[src/rtl/lrt_pkg.sv]
`timescale 1ns / 1ps
`default_nettype none
// ----------------------------------------------------------------------------
// lrt_pkg
// shared operation codes, result word layout and fixed field widths
// ----------------------------------------------------------------------------
package lrt_pkg;

    localparam int FUNC_W     = 2;
    localparam int CAP_W      = 5;
    localparam int SLOT_W     = 4;
    localparam int EKEY_W     = 32;
    localparam int COUNT_W    = 5;
    localparam int OUT_TDATA_W = 48;

    localparam logic [CAP_W-1:0] CAP_RESET = 5'd16;

    typedef enum logic [FUNC_W-1:0] {
        FUNC_ADD    = 2'd0,
        FUNC_SEARCH = 2'd1,
        FUNC_REMOVE = 2'd2,
        FUNC_CLEAR  = 2'd3
    } t_func;

    typedef struct packed {
        logic               ok;
        logic               was_present;
        logic [SLOT_W-1:0]  slot;
        logic               evicted;
        logic [EKEY_W-1:0]  evicted_key;
        logic [COUNT_W-1:0] count;
    } t_result;

endpackage : lrt_pkg
`default_nettype wire

[src/rtl/lrt_table.sv]
`timescale 1ns / 1ps
`default_nettype none
// ----------------------------------------------------------------------------
// lrt_table
// entry store with parallel key match, age ranks and per-step state update
// ----------------------------------------------------------------------------
module lrt_table
    import lrt_pkg::*;
#(
    parameter int ENTRIES  = 16,
    parameter int KEY_BITS = 32
) (
    input  wire logic                i_clk,
    input  wire logic                i_rst_n,
    input  wire logic                i_step,
    input  wire t_func               i_func,
    input  wire logic [KEY_BITS-1:0] i_key,
    input  wire logic [CAP_W-1:0]    i_capacity,
    output t_result                  o_result
);

    localparam int IDX_W  = $clog2(ENTRIES);
    localparam int CNT_W  = $clog2(ENTRIES + 1);
    localparam int CMP_W  = (CNT_W > CAP_W) ? CNT_W : CAP_W;
    localparam int KEXT_W = (KEY_BITS > EKEY_W) ? KEY_BITS : EKEY_W;
    localparam int SEXT_W = (IDX_W > SLOT_W) ? IDX_W : SLOT_W;
    localparam int CEXT_W = (CNT_W > COUNT_W) ? CNT_W : COUNT_W;

    logic [ENTRIES-1:0]  r_valid, n_valid;
    logic [IDX_W-1:0]    r_rank [ENTRIES];
    logic [IDX_W-1:0]    n_rank [ENTRIES];
    logic [KEY_BITS-1:0] r_key  [ENTRIES];
    logic [CNT_W-1:0]    r_count, n_count;

    logic [ENTRIES-1:0]  hit, oldest, evict_vec, kept, ins;
    logic                hit_any, full, add_miss, evict;
    logic [IDX_W-1:0]    hit_idx, ins_idx, hit_rank, oldest_rank;
    logic [KEY_BITS-1:0] old_key;
    logic [CMP_W-1:0]    cap_eff, cap_ext;
    logic [KEXT_W-1:0]   old_key_ext;
    logic [SEXT_W-1:0]   slot_ext;
    logic [CEXT_W-1:0]   count_ext;

    // capacity clamped to 1..ENTRIES
    always_comb begin
        cap_ext = CMP_W'(i_capacity);
        if (cap_ext == '0) begin
            cap_eff = CMP_W'(1);
        end else if (cap_ext > CMP_W'(ENTRIES)) begin
            cap_eff = CMP_W'(ENTRIES);
        end else begin
            cap_eff = cap_ext;
        end
    end

    // ranks form a permutation of 0..count-1, so the oldest has rank count-1
    assign oldest_rank = IDX_W'(r_count - CNT_W'(1));

    always_comb begin
        hit_idx  = '0;
        hit_rank = '0;
        old_key  = '0;
        for (int i = 0; i < ENTRIES; i++) begin
            hit[i]    = r_valid[i] && (r_key[i] == i_key);
            oldest[i] = r_valid[i] && (r_rank[i] == oldest_rank);
            if (hit[i]) begin
                hit_idx  = hit_idx | IDX_W'(i);
                hit_rank = hit_rank | r_rank[i];
            end
            if (oldest[i]) begin
                old_key = old_key | r_key[i];
            end
        end
    end

    assign hit_any   = |hit;
    assign full      = CMP_W'(r_count) >= cap_eff;
    assign add_miss  = (i_func == FUNC_ADD) && !hit_any;
    assign evict     = add_miss && full;
    assign evict_vec = evict ? oldest : '0;
    assign kept      = r_valid & ~evict_vec;
    // lowest free slot after the eviction
    assign ins       = ~kept & (kept + ENTRIES'(1));

    always_comb begin
        ins_idx = '0;
        for (int i = 0; i < ENTRIES; i++) begin
            if (ins[i]) begin
                ins_idx = ins_idx | IDX_W'(i);
            end
        end
    end

    always_comb begin
        n_valid = r_valid;
        n_rank  = r_rank;
        n_count = r_count;
        case (i_func)
            FUNC_CLEAR: begin
                n_valid = '0;
                for (int i = 0; i < ENTRIES; i++) begin
                    n_rank[i] = '0;
                end
                n_count = '0;
            end
            FUNC_REMOVE: begin
                if (hit_any) begin
                    for (int i = 0; i < ENTRIES; i++) begin
                        if (r_valid[i] && r_rank[i] > hit_rank) begin
                            n_rank[i] = r_rank[i] - IDX_W'(1);
                        end
                        if (hit[i]) begin
                            n_valid[i] = 1'b0;
                            n_rank[i]  = '0;
                        end
                    end
                    n_count = r_count - CNT_W'(1);
                end
            end
            FUNC_ADD, FUNC_SEARCH: begin
                if (hit_any) begin
                    for (int i = 0; i < ENTRIES; i++) begin
                        if (r_valid[i] && r_rank[i] < hit_rank) begin
                            n_rank[i] = r_rank[i] + IDX_W'(1);
                        end
                        if (hit[i]) begin
                            n_rank[i] = '0;
                        end
                    end
                end else if (add_miss) begin
                    for (int i = 0; i < ENTRIES; i++) begin
                        if (kept[i]) begin
                            n_rank[i] = r_rank[i] + IDX_W'(1);
                        end else begin
                            n_rank[i] = '0;
                        end
                        n_valid[i] = kept[i] | ins[i];
                    end
                    n_count = r_count - CNT_W'(evict) + CNT_W'(1);
                end
            end
            default: begin
                n_count = r_count;
            end
        endcase
    end

    always_ff @(posedge i_clk) begin
        if (!i_rst_n) begin
            r_valid <= '0;
            r_count <= '0;
            for (int i = 0; i < ENTRIES; i++) begin
                r_rank[i] <= '0;
            end
        end else if (i_step) begin
            r_valid <= n_valid;
            r_count <= n_count;
            r_rank  <= n_rank;
        end
    end

    // key store, no reset
    always_ff @(posedge i_clk) begin
        for (int i = 0; i < ENTRIES; i++) begin
            if (i_step && add_miss && ins[i]) begin
                r_key[i] <= i_key;
            end
        end
    end

    always_comb begin
        old_key_ext = evict ? KEXT_W'(old_key) : '0;
        if (hit_any && i_func != FUNC_CLEAR) begin
            slot_ext = SEXT_W'(hit_idx);
        end else if (add_miss) begin
            slot_ext = SEXT_W'(ins_idx);
        end else begin
            slot_ext = '0;
        end
        count_ext = CEXT_W'(n_count);
        o_result.ok          = (i_func == FUNC_CLEAR) || (i_func == FUNC_ADD) || hit_any;
        o_result.was_present = hit_any && (i_func != FUNC_CLEAR);
        o_result.slot        = slot_ext[SLOT_W-1:0];
        o_result.evicted     = evict;
        o_result.evicted_key = old_key_ext[EKEY_W-1:0];
        o_result.count       = count_ext[COUNT_W-1:0];
    end

    a_count_matches_valid : assert property (@(posedge i_clk) disable iff (!i_rst_n)
        CNT_W'($countones(r_valid)) == r_count)
        else $error("valid count differs from valid bits");

    a_single_hit : assert property (@(posedge i_clk) disable iff (!i_rst_n)
        $onehot0(hit))
        else $error("key matched in more than one entry");

    a_one_oldest : assert property (@(posedge i_clk) disable iff (!i_rst_n)
        (i_step && evict) |-> $onehot(oldest))
        else $error("eviction without a unique oldest entry");

    a_insert_slot : assert property (@(posedge i_clk) disable iff (!i_rst_n)
        (i_step && add_miss) |-> $onehot(ins))
        else $error("add miss found no free slot");

endmodule : lrt_table
`default_nettype wire

[src/rtl/lrt_out_reg.sv]
`timescale 1ns / 1ps
`default_nettype none
// ----------------------------------------------------------------------------
// lrt_out_reg
// result register and output word packing
// ----------------------------------------------------------------------------
module lrt_out_reg
    import lrt_pkg::*;
(
    input  wire logic                   i_clk,
    input  wire logic                   i_rst_n,
    input  wire logic                   i_load,
    input  wire t_result                i_result,
    output logic                        o_can_load,
    output logic                        o_tvalid,
    input  wire logic                   i_tready,
    output logic [OUT_TDATA_W-1:0]      o_tdata
);

    logic    r_valid;
    t_result r_result;

    assign o_can_load = !r_valid || i_tready;

    always_ff @(posedge i_clk) begin
        if (!i_rst_n) begin
            r_valid <= 1'b0;
        end else if (i_load) begin
            r_valid <= 1'b1;
        end else if (i_tready) begin
            r_valid <= 1'b0;
        end
    end

    always_ff @(posedge i_clk) begin
        if (i_load) begin
            r_result <= i_result;
        end
    end

    assign o_tvalid = r_valid;
    assign o_tdata  = {4'b0, r_result.count, r_result.evicted_key, r_result.evicted,
                       r_result.slot, r_result.was_present, r_result.ok};

endmodule : lrt_out_reg
`default_nettype wire

[src/rtl/lru_replacement_table.sv]
`timescale 1ns / 1ps
`default_nettype none
// ----------------------------------------------------------------------------
// lru_replacement_table
// fully associative key table with least-recently-used replacement
// ----------------------------------------------------------------------------
// Takes one word per clock unless the result stream stalls and returns one
// result word per word, via the input register and then the result register.
// All entry keys are compared in parallel and the age ranks, valid bits and
// count are rewritten in the same cycle that loads the result register, so
// the next word already sees the updated table. Operations are add, search,
// remove and clear; a hit on add or search makes the entry newest, an add
// miss evicts the oldest entry once the count has reached the capacity and
// then fills the lowest free slot. Capacity must be written over the config
// channel only while the block is idle (not enforced). 0 acts as 1 and values
// above ENTRIES act as ENTRIES. Keys of empty entries are never used.
// ----------------------------------------------------------------------------
module lru_replacement_table
    import lrt_pkg::*;
#(
    parameter int ENTRIES  = 16,
    parameter int KEY_BITS = 32
) (
    input  wire logic                  i_clk,
    input  wire logic                  i_rst_n,
    // input stream
    input  wire logic                  s_axis_tvalid,
    output logic                       s_axis_tready,
    // func [1:0], key [KEY_BITS+1:2], zero fill to whole bytes
    input  wire logic [((KEY_BITS + FUNC_W + 7) / 8) * 8 - 1:0] s_axis_tdata,
    // result stream
    output logic                       m_axis_tvalid,
    input  wire logic                  m_axis_tready,
    // ok [0], was_present [1], slot [5:2], evicted [6], evicted_key [38:7],
    // count [43:39], zero fill [47:44]
    output logic [OUT_TDATA_W-1:0]     m_axis_tdata,
    // capacity config
    input  wire logic                  i_cfg_valid,
    output logic                       o_cfg_ready,
    input  wire logic [CAP_W-1:0]      i_cfg_data
);

    // input register
    logic                r_in_valid;
    t_func               r_in_func;
    logic [KEY_BITS-1:0] r_in_key;
    logic [CAP_W-1:0]    r_capacity;

    logic    can_load;
    logic    step;
    t_result result;

    // a word leaves the input register when the result register has room
    assign step          = r_in_valid && can_load;
    assign s_axis_tready = !r_in_valid || can_load;
    assign o_cfg_ready   = 1'b1;

    always_ff @(posedge i_clk) begin
        if (!i_rst_n) begin
            r_in_valid <= 1'b0;
        end else if (s_axis_tready) begin
            r_in_valid <= s_axis_tvalid;
        end
    end

    always_ff @(posedge i_clk) begin
        if (s_axis_tvalid && s_axis_tready) begin
            r_in_func <= t_func'(s_axis_tdata[FUNC_W-1:0]);
            r_in_key  <= s_axis_tdata[KEY_BITS+FUNC_W-1:FUNC_W];
        end
    end

    // capacity register
    always_ff @(posedge i_clk) begin
        if (!i_rst_n) begin
            r_capacity <= CAP_RESET;
        end else if (i_cfg_valid) begin
            r_capacity <= i_cfg_data;
        end
    end

    // match, rank update and state write
    lrt_table #(
        .ENTRIES  (ENTRIES),
        .KEY_BITS (KEY_BITS)
    ) u_table (
        .i_clk      (i_clk),
        .i_rst_n    (i_rst_n),
        .i_step     (step),
        .i_func     (r_in_func),
        .i_key      (r_in_key),
        .i_capacity (r_capacity),
        .o_result   (result)
    );

    // result register toward the output stream
    lrt_out_reg u_out_reg (
        .i_clk      (i_clk),
        .i_rst_n    (i_rst_n),
        .i_load     (step),
        .i_result   (result),
        .o_can_load (can_load),
        .o_tvalid   (m_axis_tvalid),
        .i_tready   (m_axis_tready),
        .o_tdata    (m_axis_tdata)
    );

endmodule : lru_replacement_table
`default_nettype wire

[config.mk]
export PLATFORM = sky130hd
export DESIGN_NAME = lru_replacement_table
export DESIGN_NICKNAME = d
export VERILOG_FILES = /design/src/rtl/lrt_pkg.sv /design/src/rtl/lrt_table.sv /design/src/rtl/lrt_out_reg.sv /design/src/rtl/lru_replacement_table.sv
export SDC_FILE = /design/constraint.sdc
export NUM_CORES = 2
export LEC_CHECK = 0
export BUFFER_PORTS_ARGS = -buffer_cell sky130_fd_sc_hd__buf_2
export CORE_MARGIN = 5
export CORE_UTILIZATION = 40
export CTS_CLUSTER_DIAMETER = 150
export DETAILED_ROUTE_END_ITERATION = 12
export PLACE_DENSITY = 0.53
export SYNTH_ARGS = -nofsm -noshare
export SYNTH_HDL_FRONTEND = slang
export SYNTH_SLANG_ARGS = --single-unit
[constraint.sdc]
create_clock -name i_clk -period 8.1 [get_ports i_clk]
set_input_delay 1.215 -clock i_clk [delete_from_list [all_inputs] [get_ports i_clk]]
set_output_delay 1.215 -clock i_clk [all_outputs]
set_load 0.1 [all_outputs]
After elaboration in Yosys (flattened, before gate mapping)
Memory sizes are Yosys's and may differ from the RTL's.
Index checks and enable logic that the tools add are counted.
{"block": "totals", "reg_bits": 170, "latch_bits": 0, "ram_bits": 512, "mem_bits_ro": 0, "in_bits": 50, "word_cells": 652, "memories": 1}
{"name": "u_table.r_key", "words": 16, "word_bits": 32, "read_ports": 16, "rd_ports_with_merged_regs": 0, "wr": 1, "line_no": "lrt_table.sv:32", "rtl": "logic [KEY_BITS-1:0] r_key [ENTRIES];"}
{"block": "op_classes", "addsub": 36, "n_mul": 0, "n_div": 0, "order_cmp": 34, "n_eq_ne": 88, "shift": 0, "n_mux": 254, "bitwise_logic": 50, "n_reduce_logical": 145}
{"operator": "32-bit two-way mux", "count": 31}
{"operator": "4-bit two-way mux", "count": 129}
{"operator": "32-bit == test", "count": 16}
{"operator": "32-bit OR", "count": 15}
{"operator": "32-bit OR reduction", "count": 15}
{"operator": "64-bit two-way mux", "count": 3}
{"operator": "64-bit case mux with 3 select lines", "count": 1}
{"operator": "5-bit AND reduction", "count": 32}
{"operator": "1-bit logical AND", "count": 86}
{"operator": "1-bit two-way mux", "count": 67}
{"operator": "4-bit by 1-bit adder with 4-bit output (second input constant)", "count": 16}
{"operator": "4-bit == test", "count": 16}
{"operator": "4-bit greater-than comparator", "count": 16}
{"operator": "4-bit less-than comparator", "count": 16}
{"operator": "16-bit two-way mux", "count": 4}
{"operator": "4-bit by 3-bit inequality test with 1-bit output (second input constant)", "count": 16}
{"operator": "4-bit by 1-bit subtractor with 4-bit output (second input constant)", "count": 16}
{"operator": "4-bit OR", "count": 15}
{"operator": "3-bit by 1-bit inequality test with 1-bit output (second input constant)", "count": 17}
{"operator": "16-bit case mux with 3 select lines", "count": 1}
{"operator": "2-bit by 1-bit inequality test with 1-bit output (second input constant)", "count": 18}
{"operator": "16-bit bitwise AND", "count": 2}
{"operator": "16-bit inverter", "count": 2}
{"operator": "5-bit two-way mux", "count": 5}
{"operator": "20 further kinds", "count": 52}

Longest topological paths before layout
An unclocked memory read counts as a cell.
{"block": "depth", "word_depth": 40, "mapped_depth": 22, "depth_no_buf": 20}

Hierarchy
A second synthesis with hierarchy kept.
{"block": "hier_totals", "cells_unflattened": 3202, "area_unflattened_um2": 36988.0}
{"mod": "lrt_table", "n_inst": 1, "cells_each": 3091, "area_per_inst_um2": 34304.2, "seq_area_each_um2": 17076.4}
{"mod": "lrt_out_reg", "n_inst": 1, "cells_each": 53, "area_per_inst_um2": 1403.8, "seq_area_each_um2": 1341.3}
{"mod": "lru_replacement_table", "n_inst": 1, "cells_each": 58, "area_per_inst_um2": 1280.0, "seq_area_each_um2": 1141.1}

Worst setup path after synthesis
OpenSTA, ideal clock, no wires.
{"block": "synth_path", "path_type": "input to register", "from": "in m_axis_tready", "to": "mem u_table.r_key[15][0], in the netlist u_table.r_key[1][224], enable pin", "setup_time_ns": 0.502, "t_arrival_ns": 6.567, "required_ns": 7.598, "slack_ns": 1.031, "path_stages": 6, "path_buffers": 1, "path_cell_list": "nor2b_1 nand2b_1 inv_1 clkbuf_1 nand2_1 nor4_1"}
{"block": "synth_via", "elab_chain_cells": 22, "word_cells_on_any_way": 96}
{"element": "start: declaration", "line_no": "lru_replacement_table.sv:33", "rtl": "input wire logic m_axis_tready,"}
{"element": "1-bit logical OR *", "line_no": "lrt_out_reg.sv:23", "rtl": "assign o_can_load = !r_valid || i_tready;"}
{"element": "1-bit logical AND *", "line_no": "lru_replacement_table.sv:54", "rtl": "assign step = r_in_valid && can_load;"}
{"element": "via step", "line_no": "lru_replacement_table.sv:50", "rtl": "logic step;"}
{"element": "1-bit logical AND *", "line_no": "lrt_table.sv:165", "rtl": "if (i_step && add_miss && ins[i]) begin"}
{"element": "1-bit logical AND", "line_no": "lrt_table.sv:165"}
{"element": "1-bit two-way mux", "line_no": "lrt_table.sv:165"}
{"element": "1-bit two-way mux (implied by the code)", "line_no": "lrt_table.sv:166", "rtl": "r_key[i] <= i_key;"}
{"element": "32-bit OR reduction (no source line)"}
{"element": "4-bit two-way mux (no source line) or 1-bit two-way mux (tied branches) (15 in a row)"}
{"element": "end: declaration", "line_no": "lrt_table.sv:32"}
Mark *: on every way through the listed nets, which the timed path passes. The rest lies on a longest branch.

Final worst setup path
{"block": "layout_path", "from": "reg r_in_key[21]", "to": "mem u_table.r_key[11][31], in the netlist u_table.r_key[1][127], enable pin"}
{"block": "layout_via", "elab_chain_cells": 30, "word_cells_on_any_way": 136}
{"element": "start: declaration", "line_no": "lru_replacement_table.sv:46", "rtl": "logic [KEY_BITS-1:0] r_in_key;"}
{"element": "start signal: assignment", "line_no": "lru_replacement_table.sv:69", "rtl": "r_in_key <= s_axis_tdata[KEY_BITS+FUNC_W-1:FUNC_W];"}
{"element": "32-bit == test", "line_no": "lrt_table.sv:64", "rtl": "hit[i] = r_valid[i] && (r_key[i] == i_key);"}
{"element": "1-bit logical AND", "line_no": "lrt_table.sv:64"}
{"element": "16-bit OR reduction *", "line_no": "lrt_table.sv:76", "rtl": "assign hit_any = |hit;"}
{"element": "1-bit logical NOT *", "line_no": "lrt_table.sv:78", "rtl": "assign add_miss = (i_func == FUNC_ADD) && !hit_any;"}
{"element": "1-bit logical AND *", "line_no": "lrt_table.sv:78"}
{"element": "1-bit logical AND", "line_no": "lrt_table.sv:79", "rtl": "assign evict = add_miss && full;"}
{"element": "16-bit two-way mux", "line_no": "lrt_table.sv:80", "rtl": "assign evict_vec = evict ? oldest : '0;"}
{"element": "16-bit inverter", "line_no": "lrt_table.sv:81", "rtl": "assign kept = r_valid & ~evict_vec;"}
{"element": "16-bit bitwise AND", "line_no": "lrt_table.sv:81"}
{"element": "16-bit by 1-bit adder with 16-bit output or 16-bit inverter (tied branches)", "line_no": "lrt_table.sv:83", "rtl": "assign ins = ~kept & (kept + ENTRIES'(1));"}
{"element": "16-bit bitwise AND", "line_no": "lrt_table.sv:83"}
{"element": "1-bit logical AND", "line_no": "lrt_table.sv:165"}
{"element": "1-bit two-way mux", "line_no": "lrt_table.sv:165"}
{"element": "1-bit two-way mux (implied by the code)", "line_no": "lrt_table.sv:166"}
{"element": "32-bit OR reduction (no source line)"}
{"element": "4-bit two-way mux (no source line) or 1-bit two-way mux (tied branches) (15 in a row)"}
Mark *: on every way between the ends. The rest lies on a longest branch, timed or not.

==> impl_results.md <==
- Final non-filler cell total: between 4000 and 5000
- Multiplexer share of the synthesized area: 0.0126
- Clock Path Buffers: 3
- Initial core utilization: 0.403
- Critical Path Sink Type: flip-flop
- Port Buf Inserts: 89
- Ys async rst share: 0
- Kind of critical path: reg -> reg
- Post-synth EDFFs: between 500 and 600
- Register Area: 19600 um^2
- Status: finished clean
- Avg WL per Cell: 39.9 um
- First-pass GRT wire length: 257000 um
- Post-synth top area share: 0.454
- Largest family of logic cells by synthesized area: simple AND/OR/NAND/NOR gates
- Post-synth top cells: edfxtp_1, xor2_1, xnor2_1, a22oi_1, nor2_1
- Reg2Reg Depth: 12
- Placed Cells: roughly 4700
- Ranking of synthesized cells by area: edfxtp_1, xor2_1, xnor2_1, dfxtp_1, a22oi_1
- Worst-path maximum fanout: 32
- Worst-Margin Slew: 1.38 ns
- Max-Slew Margin vs Limit: 0.0752
- Largest net degree at the start of global routing: 66
- Layout cells sized above 1: 0.119
- Post-Syn Area: between 30000 and 40000 um^2
- Syn Inst Count: about 3400
- Layout fillers: slightly above 9000
- Skew final: 0.0592 ns
- Die area: 104000 um^2
- Nets@finish: 3662
- H-tree levels: 3
- Seq cells post-synth: 682
- Sink Count: slightly below 700
- Core area: 96900 um^2
- WHS Path Cells: 2
- GP Congestion: 1.08
- Arr. time, crit path: 7.14 ns
- Max Cap Viol: 0
- Footprint of the multi-input gates: 18000 um^2
- Num CTS Buffers: 82
- Most numerous cell in the Yosys netlist: edfxtp_1
- Post-DR vias/cell: 6.61
- Die Ht: 322 um
- PwrDens: roughly 190 nW/um^2
- Initial drt markers: approximately 5000
- Worst min path class: reg -> reg
- Final Cycle Share: 0.844
- Worst Path Required: around 8.4 ns
- CTS tree: yes
- Vias in the first global route: about 29000
- # rows: roughly 110
- Initial antenna violation count: 5
- TNS Setup: 0 ns
- GRT Total Usage: 0.361
- Post-Synth Adder-Cell Area: 0.0362
- RSZ-0062 raised after global routing: no
- Synth warnings: 0
- Post-synthesis sequential area ratio: 0.501
- Final max-slew violation count: 0
- Die Wd: around 320 um
- Clk_lat worst skew: 0.70 ns
- Yosys top cell by area: edfxtp_1
- Netlist cell types: 95
- Post-cts sizing count: 0
- Startpoint Class: flip-flop
- Worst-path clk slew: 0.06 ns
- Syn_area_per_cell: about 11 um^2
- Routed WL: 193000 um
- Worst vdd ir: between 0.15 and 0.2 mV
- Final worst path period need: 6.84 ns
- Residual DRC: 0
- Hold_buf cts: 0
- Vias post-DR: 32000
- Final setup vio count: 0
- Synth Area in XOR/XNOR: 0.132
- Leakage dissipation: 0.0142 uW
- Num ports: 101
- Max Freq: 146 MHz
- Post-synthesis compound-gate area fraction: 0.133
- Drt pass-1 iters: 8
- Root buffer cell: clkbuf_16
- Synth Area in Simple Gates: 0.142
- Gr ovfl total: 0
- Setup Fix Bufs, Post-CTS: 0
- Post-route ant nets: 0
- Main synth FF type: edfxtp_1
- Area grow syn2layout: 11.3%
- Final Hold Fails: 0
- Post-DP HPWL: 141000 um
==> state kept, by name, indices dropped and copies added (netlist names) <==
name / count
r_in_valid: 1
u_table.r_valid: 16
u_out_reg.o_tdata: 44
u_table.r_rank: 64
u_out_reg.o_tvalid: 1
r_capacity: 5
r_in_key: 32
u_table.r_count: 5
u_table.r_key: 512
r_in_func: 2
==> layer usage <==
| layer | vias up | global-route usage | routed length, um |
|---|---|---|---|
| met4 | 2 | 0.239 | 16700 |
| met1 | 16100 | 0.462 | 73900 |
| li1 | 13300 | - | - |
| met2 | 2108 | 0.557 | 84400 |
| met5 | - | 0 | 20 |
| met3 | 546 | 0.0766 | 18400 |
==> cells in the final DEF (no fill, tap or decap), types with 19 or more instances in the layout <==
cell type	instances
inv_1	86
buf_4	104
nand2_1	153
xnor2_1	274
dfxtp_1	92
a21oi_1	96
nor4_1	128
clkinv_2	19
nand4_1	158
buf_2	89
nor3_1	54
nor2_1	156
a22oi_1	203
mux2i_1	29
a22o_1	40
o211ai_1	24
clkbuf_16	82
ha_1	112
a221oi_1	48
nand2b_1	51
edfxtp_1	590
o21ai_0	118
xor2_1	280
nor2b_1	42
nand3_1	97
==> metrics by stage <==
| step | area, um^2 | power (uW) | utilization | hold slack (ns) | setup WS (ns) |
|---|---|---|---|---|---|
| finish | 43500 | 8470 | 0.449 | 0.514 | 1.26 |
| global route | 43500 | 8660 | 0.449 | 0.536 | 1.30 |
| CTS | 43500 | 8480 | 0.449 | 0.509 | 1.55 |
| detailed placement | 40800 | 4720 | 0.421 | 0.501 | 1.61 |
| global placement | 40800 | 4720 | 0.421 | 0.496 | 1.63 |
| floorplan | 39100 | 4420 | - | 0.461 | 1.03 |
==> worst max-delay path, stage by stage (launching register included) <==
cell      delay [ns]
edfxtp_1        0.92
inv_1           0.38
a21oi_1         0.22
nor4b_2         0.90
and4_1          0.81
nor4_1          0.13
and4_1          0.37
nand2_2         0.47
inv_1           0.55
a21boi_0        0.57
nand3b_1        0.21
nor2_4          0.13
buf_4           0.66
==> kinds of logic after synthesis <==
group / after synthesis
multiplexers: 46
AND/OR/NAND/NOR: 1000
buffers and inverters: 312
other: 2
AO/OA/AOI/OAI: 718
flip-flops: 682
adder cells (fa/ha/maj): 113
XOR/XNOR: 569
==> power by group <==
part	leakage [uW]	switching (uW)	internal [uW]
sequential	0.00610	64.3	3850
clock	0.00132	1630	2170
combinational	0.00679	578	182
==> path summary, 6_finish.rpt <==
| path | from | end | slack [ns] |
|---|---|---|---|
| setup / recovery | r_in_key[21] | u_table.r_key[1][127] | 1.26 |
| hold reg to reg | u_table.r_count[4] | u_table.r_count[4] | 0.51 |
| hold / removal | u_table.r_count[4] | u_table.r_count[4] | 0.51 |
| setup reg to reg | r_in_key[21] | u_table.r_key[1][127] | 1.26 |
==> final cells by class <==
cell class / count / area share
antenna: 4 / 0.000230
inverter: 88 / 0.00763
tap: 1276 / 0.0367
clock inverter: 54 / 0.0140
multi-input combinational: 2451 / 0.415
clock buffer: 94 / 0.0485
sequential: 682 / 0.450
timing repair buffer: 194 / 0.0287
No activity file was read; power rests on OpenSTA's default activity.
